## src/rtl/bnes_pkg.sv

```systemverilog
// Shared types and constants for the breath note event sequencer.
// No dependencies; imported by breath_note_event_sequencer_top.
package bnes_pkg;

    typedef enum logic [1:0] {
        OP_PRESS = 2'd0,
        OP_NOTE  = 2'd1,
        OP_BEND  = 2'd2,
        OP_EXPR  = 2'd3
    } t_op;

    typedef enum logic [2:0] {
        MSG_BEND   = 3'd0,
        MSG_EXPR   = 3'd1,
        MSG_ON     = 3'd2,
        MSG_OFF    = 3'd3,
        MSG_CHANGE = 3'd4
    } t_msg;

    localparam logic       CFG_EXTERNAL = 1'b0;
    localparam logic       CFG_VELOCITY = 1'b1;

    localparam logic [13:0] BEND_MAX = 14'd8192;
    localparam logic [6:0]  MIDI_MAX = 7'd127;

    localparam int FIFO_DEPTH = 4;
    localparam int PTR_W      = $clog2(FIFO_DEPTH);
    localparam int CNT_W      = $clog2(FIFO_DEPTH + 1);

    typedef struct packed {
        logic        to_external;
        t_msg        message;
        logic [13:0] data;
        logic [6:0]  velocity;
        logic        last;
    } t_entry;

endpackage

```

## src/rtl/breath_note_event_sequencer_top.sv

```systemverilog
// Top level of the breath note event sequencer: event decode, player state
// and a four-beat result queue. Depends on bnes_pkg.
//
// Order: the beats of an accepted event are written to the result queue
//   together and offered behind any beats already queued, one a cycle while
//   i_out_stall is low. Throughput: one event per cycle while the queue holds
//   at most one beat; beyond that the event side stalls until beats drain.
// Reset (i_rst_n low, synchronous): idle, nothing known, queue empty,
//   external_output 0 and note_velocity 127.
module breath_note_event_sequencer_top (
    input  logic              i_clk,
    input  logic              i_rst_n,
    // event channel
    input  logic              i_in_valid,
    output logic              o_in_stall,
    input  logic [1:0]        i_operation,
    input  logic              i_pressure_on,
    input  logic signed [15:0] i_value,
    // message channel
    output logic              o_out_valid,
    input  logic              i_out_stall,
    output logic              o_to_external,
    output logic [2:0]        o_message,
    output logic [13:0]       o_data,
    output logic [6:0]        o_velocity,
    output logic              o_last,
    // configuration write channel
    input  logic              i_cfg_valid,
    output logic              o_cfg_ready,
    input  logic              i_cfg_index,
    input  logic [6:0]        i_cfg_data
);
    import bnes_pkg::*;

    // Configuration registers.
    logic        r_external;
    logic [6:0]  r_velocity;

    // Player state.
    logic        r_playing,   n_playing;
    logic [6:0]  r_note,      n_note;
    logic        r_note_kn,   n_note_kn;
    logic [13:0] r_bend,      n_bend;
    logic        r_bend_kn,   n_bend_kn;
    logic [6:0]  r_expr,      n_expr;
    logic        r_expr_kn,   n_expr_kn;
    logic [6:0]  r_sounding,  n_sounding;
    logic [13:0] r_sent_bend, n_sent_bend;
    logic [6:0]  r_sent_expr, n_sent_expr;

    // Result queue. Each event writes up to three beats at once.
    t_entry           r_fifo [FIFO_DEPTH];
    logic [PTR_W-1:0] r_wr_ptr;
    logic [PTR_W-1:0] r_rd_ptr;
    logic [CNT_W-1:0] r_count;

    logic   in_acc;
    logic   out_pop;
    t_entry slot0, slot1, slot2;
    logic [1:0] push_n;

    logic [6:0]  cl_note;
    logic [13:0] cl_bend;
    logic [6:0]  cl_expr;
    logic [6:0]  vel_ext;
    logic [13:0] press_bend;
    logic [6:0]  press_expr;

    function automatic logic [6:0] clamp7(input logic signed [15:0] v);
        if (v < 16'sd0) begin
            return 7'd0;
        end else if (v > 16'sd127) begin
            return MIDI_MAX;
        end
        return v[6:0];
    endfunction

    function automatic logic [13:0] clamp14(input logic signed [15:0] v);
        if (v < 16'sd0) begin
            return 14'd0;
        end else if (v > 16'sd8192) begin
            return BEND_MAX;
        end
        return v[13:0];
    endfunction

    function automatic t_entry mk(input logic ext, input t_msg msg,
                                  input logic [13:0] data, input logic [6:0] vel);
        t_entry e;
        e.to_external = ext;
        e.message     = msg;
        e.data        = data;
        e.velocity    = vel;
        e.last        = 1'b0;
        return e;
    endfunction

    // The event side only looks at the fill level, so its stall never
    // depends on the message side in the same cycle. One or fewer beats
    // queued leaves room for a full three-beat event.
    assign o_in_stall  = (r_count > CNT_W'(FIFO_DEPTH - 3));
    assign in_acc      = i_in_valid && !o_in_stall;
    assign o_cfg_ready = 1'b1;

    assign o_out_valid = (r_count != '0);
    assign out_pop     = o_out_valid && !i_out_stall;

    assign o_to_external = r_fifo[r_rd_ptr].to_external;
    assign o_message     = r_fifo[r_rd_ptr].message;
    assign o_data        = r_fifo[r_rd_ptr].data;
    assign o_velocity    = r_fifo[r_rd_ptr].velocity;
    assign o_last        = r_fifo[r_rd_ptr].last;

    assign cl_note    = clamp7(i_value);
    assign cl_bend    = clamp14(i_value);
    assign cl_expr    = clamp7(i_value);
    assign vel_ext    = r_external ? r_velocity : 7'd0;
    assign press_bend = r_bend_kn ? r_bend : BEND_MAX;
    assign press_expr = r_expr_kn ? r_expr : MIDI_MAX;

    // Event decode: next player state and the beats this event produces.
    // Nothing changes unless the event beat is actually accepted.
    always_comb begin
        n_playing   = r_playing;
        n_note      = r_note;
        n_note_kn   = r_note_kn;
        n_bend      = r_bend;
        n_bend_kn   = r_bend_kn;
        n_expr      = r_expr;
        n_expr_kn   = r_expr_kn;
        n_sounding  = r_sounding;
        n_sent_bend = r_sent_bend;
        n_sent_expr = r_sent_expr;
        slot0       = mk(r_external, MSG_BEND, 14'd0, 7'd0);
        slot1       = slot0;
        slot2       = slot0;
        push_n      = 2'd0;

        if (in_acc) begin
            case (t_op'(i_operation))
                OP_PRESS: begin
                    if (!r_playing) begin
                        if (i_pressure_on && r_note_kn) begin
                            // A press fills in defaults for anything never set.
                            n_bend      = press_bend;
                            n_bend_kn   = 1'b1;
                            n_expr      = press_expr;
                            n_expr_kn   = 1'b1;
                            n_sounding  = r_note;
                            n_sent_bend = press_bend;
                            n_sent_expr = press_expr;
                            n_playing   = 1'b1;
                            slot0 = mk(r_external, MSG_BEND, press_bend, 7'd0);
                            if (r_external) begin
                                slot1  = mk(r_external, MSG_EXPR, {7'd0, press_expr}, 7'd0);
                                slot2  = mk(r_external, MSG_ON, {7'd0, r_note}, vel_ext);
                                push_n = 2'd3;
                            end else begin
                                slot1  = mk(r_external, MSG_ON, {7'd0, r_note}, vel_ext);
                                push_n = 2'd2;
                            end
                        end
                    end else if (!i_pressure_on) begin
                        slot0     = mk(r_external, MSG_OFF, {7'd0, r_sounding}, vel_ext);
                        push_n    = 2'd1;
                        n_playing = 1'b0;
                    end
                end
                OP_NOTE: begin
                    n_note    = cl_note;
                    n_note_kn = 1'b1;
                    if (r_playing && (cl_note != r_sounding)) begin
                        n_sounding = cl_note;
                        if (r_external) begin
                            // The external device gets an explicit off/on pair.
                            slot0  = mk(r_external, MSG_OFF, {7'd0, r_sounding}, r_velocity);
                            slot1  = mk(r_external, MSG_ON, {7'd0, cl_note}, r_velocity);
                            push_n = 2'd2;
                        end else begin
                            slot0  = mk(r_external, MSG_CHANGE, {7'd0, cl_note}, 7'd0);
                            push_n = 2'd1;
                        end
                    end
                end
                OP_BEND: begin
                    n_bend    = cl_bend;
                    n_bend_kn = 1'b1;
                    if (r_playing && (cl_bend != r_sent_bend)) begin
                        n_sent_bend = cl_bend;
                        slot0       = mk(r_external, MSG_BEND, cl_bend, 7'd0);
                        push_n      = 2'd1;
                    end
                end
                OP_EXPR: begin
                    n_expr    = cl_expr;
                    n_expr_kn = 1'b1;
                    if (r_playing && (cl_expr != r_sent_expr)) begin
                        // The internal synth tracks the value without a message.
                        n_sent_expr = cl_expr;
                        if (r_external) begin
                            slot0  = mk(r_external, MSG_EXPR, {7'd0, cl_expr}, 7'd0);
                            push_n = 2'd1;
                        end
                    end
                end
                default: begin
                end
            endcase
        end

        // Mark the final beat of this event.
        case (push_n)
            2'd1:    slot0.last = 1'b1;
            2'd2:    slot1.last = 1'b1;
            2'd3:    slot2.last = 1'b1;
            default: begin
            end
        endcase
    end

    // Control and state registers.
    always_ff @(posedge i_clk) begin
        if (!i_rst_n) begin
            r_external  <= 1'b0;
            r_velocity  <= MIDI_MAX;
            r_playing   <= 1'b0;
            r_note      <= '0;
            r_note_kn   <= 1'b0;
            r_bend      <= '0;
            r_bend_kn   <= 1'b0;
            r_expr      <= '0;
            r_expr_kn   <= 1'b0;
            r_sounding  <= '0;
            r_sent_bend <= '0;
            r_sent_expr <= '0;
            r_wr_ptr    <= '0;
            r_rd_ptr    <= '0;
            r_count     <= '0;
        end else begin
            if (i_cfg_valid && o_cfg_ready) begin
                case (i_cfg_index)
                    CFG_EXTERNAL: r_external <= i_cfg_data[0];
                    CFG_VELOCITY: r_velocity <= i_cfg_data;
                    default: begin
                    end
                endcase
            end
            r_playing   <= n_playing;
            r_note      <= n_note;
            r_note_kn   <= n_note_kn;
            r_bend      <= n_bend;
            r_bend_kn   <= n_bend_kn;
            r_expr      <= n_expr;
            r_expr_kn   <= n_expr_kn;
            r_sounding  <= n_sounding;
            r_sent_bend <= n_sent_bend;
            r_sent_expr <= n_sent_expr;
            r_wr_ptr    <= r_wr_ptr + PTR_W'(push_n);
            if (out_pop) begin
                r_rd_ptr <= r_rd_ptr + PTR_W'(1);
            end
            r_count <= r_count + CNT_W'(push_n) - CNT_W'(out_pop);
        end
    end

    // Queue payload; written only for the beats this event produces.
    always_ff @(posedge i_clk) begin
        if (push_n >= 2'd1) begin
            r_fifo[r_wr_ptr] <= slot0;
        end
        if (push_n >= 2'd2) begin
            r_fifo[r_wr_ptr + PTR_W'(1)] <= slot1;
        end
        if (push_n == 2'd3) begin
            r_fifo[r_wr_ptr + PTR_W'(2)] <= slot2;
        end
    end

    // The queue never holds more beats than it has entries.
    a_count_bound: assert property (@(posedge i_clk) disable iff (!i_rst_n)
        r_count <= CNT_W'(FIFO_DEPTH))
        else $error("result queue overfilled");

    // Playing only starts from an accepted press event.
    a_play_start: assert property (@(posedge i_clk) disable iff (!i_rst_n)
        $rose(r_playing) |-> $past(in_acc && (i_operation == OP_PRESS) && i_pressure_on))
        else $error("playing started without a press");

    // A beat offered with a note or expression message carries a MIDI data value.
    a_data_range: assert property (@(posedge i_clk) disable iff (!i_rst_n)
        (o_out_valid && (o_message != MSG_BEND)) |-> (o_data <= 14'd127))
        else $error("note or expression data out of range");

    // A note change message only goes to the internal synth and ends its event.
    a_change_int: assert property (@(posedge i_clk) disable iff (!i_rst_n)
        (o_out_valid && (o_message == MSG_CHANGE)) |-> (!o_to_external && o_last))
        else $error("note change routed externally or not final");

endmodule
```

## config.mk

```make
export PLATFORM = sky130hd
export DESIGN_NAME = breath_note_event_sequencer_top
export DESIGN_NICKNAME = d
export VERILOG_FILES = /design/src/rtl/bnes_pkg.sv /design/src/rtl/breath_note_event_sequencer_top.sv
export SDC_FILE = /design/constraint.sdc
export NUM_CORES = 1
export LEC_CHECK = 0
export BUFFER_PORTS_ARGS = -buffer_cell sky130_fd_sc_hd__buf_2
export CAP_MARGIN = 25
export CORE_ASPECT_RATIO = 1.4
export CORE_MARGIN = 1
export CORE_UTILIZATION = 50
export CTS_CLUSTER_DIAMETER = 50
export DETAILED_ROUTE_END_ITERATION = 12
export HOLD_SLACK_MARGIN = 0.03
export PLACE_DENSITY = 0.67
export SYNTH_ARGS = -nofsm -noshare
export SYNTH_HDL_FRONTEND = slang
export SYNTH_SLANG_ARGS = --single-unit
```

## constraint.sdc

```tcl
create_clock -name i_clk -period 4.2 [get_ports i_clk]
set_clock_uncertainty 0.15 [all_clocks]
set_input_delay 0.21 -clock i_clk [delete_from_list [all_inputs] [get_ports i_clk]]
set_output_delay 0.21 -clock i_clk [all_outputs]
set_load 0.01 [all_outputs]
```

==> results of run 1 <==
==> power by group <==
part           total (µW)  internal [µW]  switching (µW)
combinational        1090            494             597
sequential           2050           1940             108
clock                1700            955             743
total                4830           3390            1450
==> kinds of logic (layout without fill, tap and decap cells) <==
group,Yosys count,count (layout),synth area share [%]
and+or+nand+nor,376,376,19.0
AOI/OAI and AO/OA,295,295,23.8
DFF,181,181,42.9
buffers and inverters,116,194,4.85
muxes,41,41,7.32
xor gates and xnor gates,16,16,1.40
adders and majority gates,5,5,0.698
other,1,1,0.0373
==> layout by cell type, fill, tap and decap left out, types with 6 or more instances in the layout <==
cell type / instances
dfxtp_1: 112
a21oi_1: 24
a211oi_1: 18
inv_1: 36
o221ai_1: 28
mux2i_1: 15
o22a_1: 8
nand2_1: 116
nor2_1: 73
dlygate4sd3_1: 10
or3_1: 7
nor3_1: 20
buf_2: 59
nand2b_1: 18
a221oi_1: 24
a21boi_0: 11
a2111oi_2: 8
or2_2: 6
a31oi_1: 13
o21ai_0: 26
clkbuf_16: 17
nor2b_1: 50
a32o_1: 6
o211a_1: 21
nand3_1: 26
o211ai_1: 6
mux4_2: 26
o22ai_1: 20
a221o_1: 6
o21a_1: 14
or4_1: 6
buf_4: 54
o311ai_0: 7
xor2_1: 11
and2_1: 23
edfxtp_1: 68
==> registers in the layout, summed over array words and instances (netlist names), named ones only <==
| signal | flops |
|---|---|
| r_bend | 14 |
| r_bend_kn | 1 |
| r_count | 3 |
| r_expr | 7 |
| r_expr_kn | 1 |
| r_external | 1 |
| r_fifo | 104 |
| r_note | 7 |
| r_note_kn | 1 |
| r_playing | 1 |
| r_rd_ptr | 2 |
| r_sent_bend | 14 |
| r_sent_expr | 7 |
| r_sounding | 7 |
| r_velocity | 7 |
| r_wr_ptr | 2 |
==> cell usage after synthesis (21+ instances only) <==
library cell  instances  share of area, %
dfxtp_1             113                23
a21oi_1              24               1.2
clkbuf_1             50               1.9
o221ai_1             28               2.4
and2_1               23               1.4
inv_1                36               1.3
nor2b_1              50               3.1
mux4_2               26               5.8
nand3_1              26               1.3
edfxtp_1             68                20
nand2_1             116               4.3
o21ai_0              26               1.3
a221oi_1             24               2.1
nor2_1               73               2.7
o211a_1              21               2.1
==> how the worst max path moves through the flow <==
stage / from / endpoint / cells after the start
after detailed placement: i_value[11] / r_count[2] / 15
after floorplan: i_value[4] / r_count[2] / 17
final: r_sounding[3] / r_count[2] / 14
after global placement: i_value[11] / r_count[2] / 15
after CTS: r_sounding[3] / r_count[2] / 14
after global routing: r_sounding[3] / r_count[2] / 14
==> critical path, stage by stage, from the launching register on <==
cell and delay (ns):
dfxtp_1 0.39, nor2b_1 0.16, a2111oi_0 0.53, o21ai_0 0.24, nor4_4 0.32, nand3_2 0.21, a31oi_4 0.22, or2_1 0.15
ha_1 0.12, inv_1 0.04, ha_1 0.18, fa_1 0.38, xnor2_1 0.19, xnor2_1 0.08, and2_1 0.14
==> per-stage QoR <==
stage	cell area [µm²]	hold slack, ns	instances	util (%)
after global placement	10700	0.272	1316	54.2
after floorplan	10000	0.184	1031	-
after CTS	11500	0.0862	1359	58.0
after detailed placement	10700	0.278	1317	54.4
after global routing	11500	0.121	1361	58.2
final	11500	0.0931	1361	58.2
==> per-layer routing <==
metal / GRT usage [%] / up-vias
met1: 35.4 / 4221
met2: 51.8 / 460
met4: 17.4 / 2
met5: 0 / -
li1: - / 4050
met3: 4.50 / 132
==> cell type report <==
class,count,area [µm²]
inverters,37,139
multi-input cells,734,5270
clock inverters,15,198
repair buffers,125,848
flip-flops and latches,181,4310
fillers,1738,8270
well taps,252,315
clock buffers,17,425
==> impl_metrics.toml, run 1 <==
[clock_tree]
cts_root_buf = "clkbuf_16"
cts.clk_slew.worst_paths_ns = 0.07
tritoncts = "built"
postCtsHoldBufs = 10
post_cts_resized = 0
postCtsSetupBuffers = 0
cts-htree-levels = 4
numCtsBuffers = 17
clock_sinks = 181
clk_latency_ns = 0.44
cts_buffer_depth = 2

[drt]
drt_first_pass_iters = 8
vias = 8865
ant_nets = 0
wl_um = 30200
vias_per_cell = 6.51
wl_met3_um = 1940
first_iter_violations = 758
routed.top_layer = "met5"
drc = 0
drt-met1-wl_um = 11600
detail_route.wl_per_cell_um = 22.2
wl_met2_um = 14900

[timing]
hold_violations = 0
tns_ns = 0
finalCritPeriodShare_pct = 86.2
maxSlewViolCount = 0
tightest_slew_ns = 0.839
rsz0062_at_grt = "no"
worst_slack_ns = 0.581
finalSetupViolCount = 0
final.min_clock_period_ns = 3.62
fmax_mhz = 276
slew_headroom_pct = 43.9

[global_routing]
antenna_found_initial = 1
grt_pass1_vias = 8594
grt_usage_pct = 30.2
gr-total-overflow = 0
grt_first_pass_wirelength_um = 47300
grt_max_degree = 38

[yosys]
yosysUniqueCellTypes = 87
synth_edf_count = 68
synth_flop_cell = "dfxtp_1"
async_flop_share_pct = 0
syn_area_per_cell_um2 = 9.74
syn-num-nets = 1068
synth_seq_cells = 181
yosysWarnings = 0
synth-seq-area-share_pct = 42.9
netlist_area_um2 = 10000
syn_inst = 1031

[floorplanning]
die_h_um = 170
io_pins = 61
core_um2 = 19800
start_util_pct = 50.8
die_x_um = 122
rows = 61
die_area_um2 = 20700

[worst_setup_path]
reg2reg_depth = 14
cp_max_fo = 6
crit_type = "reg -> reg"
rr_endpoint = "r_count[2]"
worstReg2RegStart = "r_sounding[3]"
start_kind = "flop"
critPathRequiredTime_ns = 4.38
arrival_ns = 3.80
reg2reg_slack_ns = 0.58
end_kind = "flop"

[job]
maxCapViolCount = 0

[placement]
place_ws_ns = 0.181
hpwlAfterDp_um = 21800
numPortBuffers = 59
gp_congestion = 0.945

[finish]
fin_nets = 1133
diodes = 0
drive_gt1_share_pct = 18.8
area_growth_pct = 14.5

[hold_path]
whs_path_depth = 3
min_path_type = "in -> reg"
hold_end = "r_bend[11]"
min-delay-start = "i_value[11]"

[run_status]
outcome = "finished clean"

[pwr]
leakagePower_uw = 0.00419
power.total_uw = 4830
peakVddDrop_mv = 0.246
power-per-cell-area_nw_per_um2 = 420
Power figures use the tool's default switching activity.
==> run 2, diff against run 1 <==
--- a/config.mk
+++ b/config.mk
@@ -9,11 +9,11 @@
 export CAP_MARGIN = 25
 export CORE_ASPECT_RATIO = 1.4
 export CORE_MARGIN = 1
-export CORE_UTILIZATION = 50
+export CORE_UTILIZATION = 55
 export CTS_CLUSTER_DIAMETER = 50
 export DETAILED_ROUTE_END_ITERATION = 12
-export HOLD_SLACK_MARGIN = 0.03
-export PLACE_DENSITY = 0.67
+export HOLD_SLACK_MARGIN = 0.02
+export PLACE_DENSITY = 0.73
 export SYNTH_ARGS = -nofsm -noshare
 export SYNTH_HDL_FRONTEND = slang
 export SYNTH_SLANG_ARGS = --single-unit
==> run 2 against run 1 <==
Against the previous run: die area shrank 9.0%; worst hold slack lost 0.017 ns; design area grew 0.67%; critical path type unchanged.
==> impl_metrics.toml, run 2 (same netlist as run 1, synthesis figures left out) <==
[drt]
detail_route.wl_per_cell_um = 22.8
vias_per_cell = 6.62
drc = 0
wl_um = 31000
vias = 8997
drt_first_pass_iters = 7
first_iter_violations = 984
ant_nets = 0

[timing]
rsz0062_at_grt = "no"
worst_slack_ns = 0.571
tightest_slew_ns = 0.939
slew_headroom_pct = 37.2
final.min_clock_period_ns = 3.63
tns_ns = 0
maxSlewViolCount = 0
fmax_mhz = 276
finalSetupViolCount = 0
finalCritPeriodShare_pct = 86.4
hold_violations = 0

[global_routing]
grt_usage_pct = 34.2
gr-total-overflow = 0
antenna_found_initial = 0
grt_max_degree = 42
grt_first_pass_wirelength_um = 47900
grt_pass1_vias = 8686

[clock_tree]
cts_buffer_depth = 2
cts_root_buf = "clkbuf_16"
tritoncts = "built"
postCtsSetupBuffers = 0
clock_sinks = 181
cts-htree-levels = 4
cts.clk_slew.worst_paths_ns = 0.08
clk_latency_ns = 0.45
numCtsBuffers = 17

[floorplanning]
io_pins = 61
die_h_um = 162
core_um2 = 17900
rows = 58
die_x_um = 116
die_area_um2 = 18800
start_util_pct = 56.0

[job]
maxCapViolCount = 0

[placement]
dpl.cell_count = 1317
numPortBuffers = 59
hpwlAfterDp_um = 22200
gp_congestion = 1.00
place_ws_ns = 0.187

[pwr]
seqPwrFrac_pct = 42.7
pwr-share-clk_pct = 34.4
switching_share_pct = 31.9
leakagePower_uw = 0.00425
p_int_uw = 3250
pwr-share-comb_pct = 22.8
power.total_uw = 4780
power-per-cell-area_nw_per_um2 = 413
switchingPower_uw = 1520
peakVddDrop_mv = 0.224

[finish]
diodes = 0
layout.cells.most_common_list = "116 x nand2_1, 112 x dfxtp_1, 73 x nor2_1"
top_regs = "r_fifo: 104 flops, r_bend: 14 flops, r_sent_bend: 14 flops"
area_growth_pct = 15.2
drive_gt1_share_pct = 19.7
regMostFlops = "r_fifo"
fin_cells = 1360
layout_commonest_cell = "nand2_1"
fin_nets = 1144
largest_register_ffs = 104
fin_util_pct = 64.6
fill_cells = 1494

[hold_path]
min_path_type = "in -> reg"

[run_status]
outcome = "finished clean"

[worst_setup_path]
crit_type = "reg -> reg"
cp_cell_sequence = "or4_1, nor4_1, o21ai_0, a2111oi_2, nand4_1, o211ai_2, or2_1, ha_1, inv_1, ha_1, fa_1, xnor2_1, xnor2_1, and2_1"
critPathRequiredTime_ns = 4.39
cp_max_fo = 4
start_kind = "flop"
arrival_ns = 3.82
slowest_stage = "or4_1"
end_kind = "flop"
max_stage_delay_ns = 0.55
## run 2: per-layer routing
metal / vias to the layer above / wire length, µm / GRT usage [%] / share of wire [%]
li1: 4075 / - / - / -
met1: 4380 / 11700 / 39.3 / 38
met2: 424 / 15300 / 57.2 / 49
met3: 118 / 1900 / 6.31 / 6.1
met4: 0 / 2120 / 23.2 / 6.8
met5: - / 0 / 0 / 0
## run 2: layout make-up
type	instances	area, µm²	share of cell area (%)
Multi-Input combinational cell	734	5260	45.4
Sequential cell	181	4310	37.2
Timing Repair Buffer	136	973	8.41
Clock buffer	17	425	3.67
Tap cell	240	300	2.59
Clock inverter	15	174	1.50
Inverter	37	139	1.20
## run 2: critical path: cells and delay by family (launching register included)
family / cells / cell delay, ns
AO/OA/AOI/OAI: 3 / 0.69
XOR/XNOR: 2 / 0.29
adder cells (fa/ha/maj): 3 / 0.69
buffers and inverters: 1 / 0.04
flip-flops: 1 / 0.34
AND/OR/NAND/NOR: 5 / 1.33
## run 2: final timing paths
check | slack, ns | from | depth (start not counted) | endpoint
worst max-delay path | 0.57 | r_sent_bend[1] | 14 | r_count[2]
worst max register to register | 0.57 | r_sent_bend[1] | 14 | r_count[2]
worst min-delay path | 0.08 | i_out_stall | 4 | flop
worst min register to register | 0.32 | r_fifo[0][21] | 2 | r_fifo[0][21]
## run 2: through the flow
stage          instance area (µm²)  hold WS (ns)
2_1_floorplan                10000         0.184
3_3_place_gp                 10800         0.267
5_1_grt                      11600        0.0981
6_report                     11600        0.0761
3_5_place_dp                 10900         0.272
4_1_cts                      11600        0.0639
## run 2: power by group through the flow
stage / logic [µW] / clock network, µW / registers, µW
after global placement: 993 / 0 / 2130
after global routing: 1190 / 1720 / 2060
after floorplan: 768 / 0 / 2030
final: 1090 / 1650 / 2040
after CTS: 1020 / 1650 / 2090
after detailed placement: 1010 / 0 / 2130
## run 2: timing repair
item,4_1_cts,5_1_grt
hold buffers,10,0
endpoints found under the hold margin,9,0
gates resized for setup,0,0
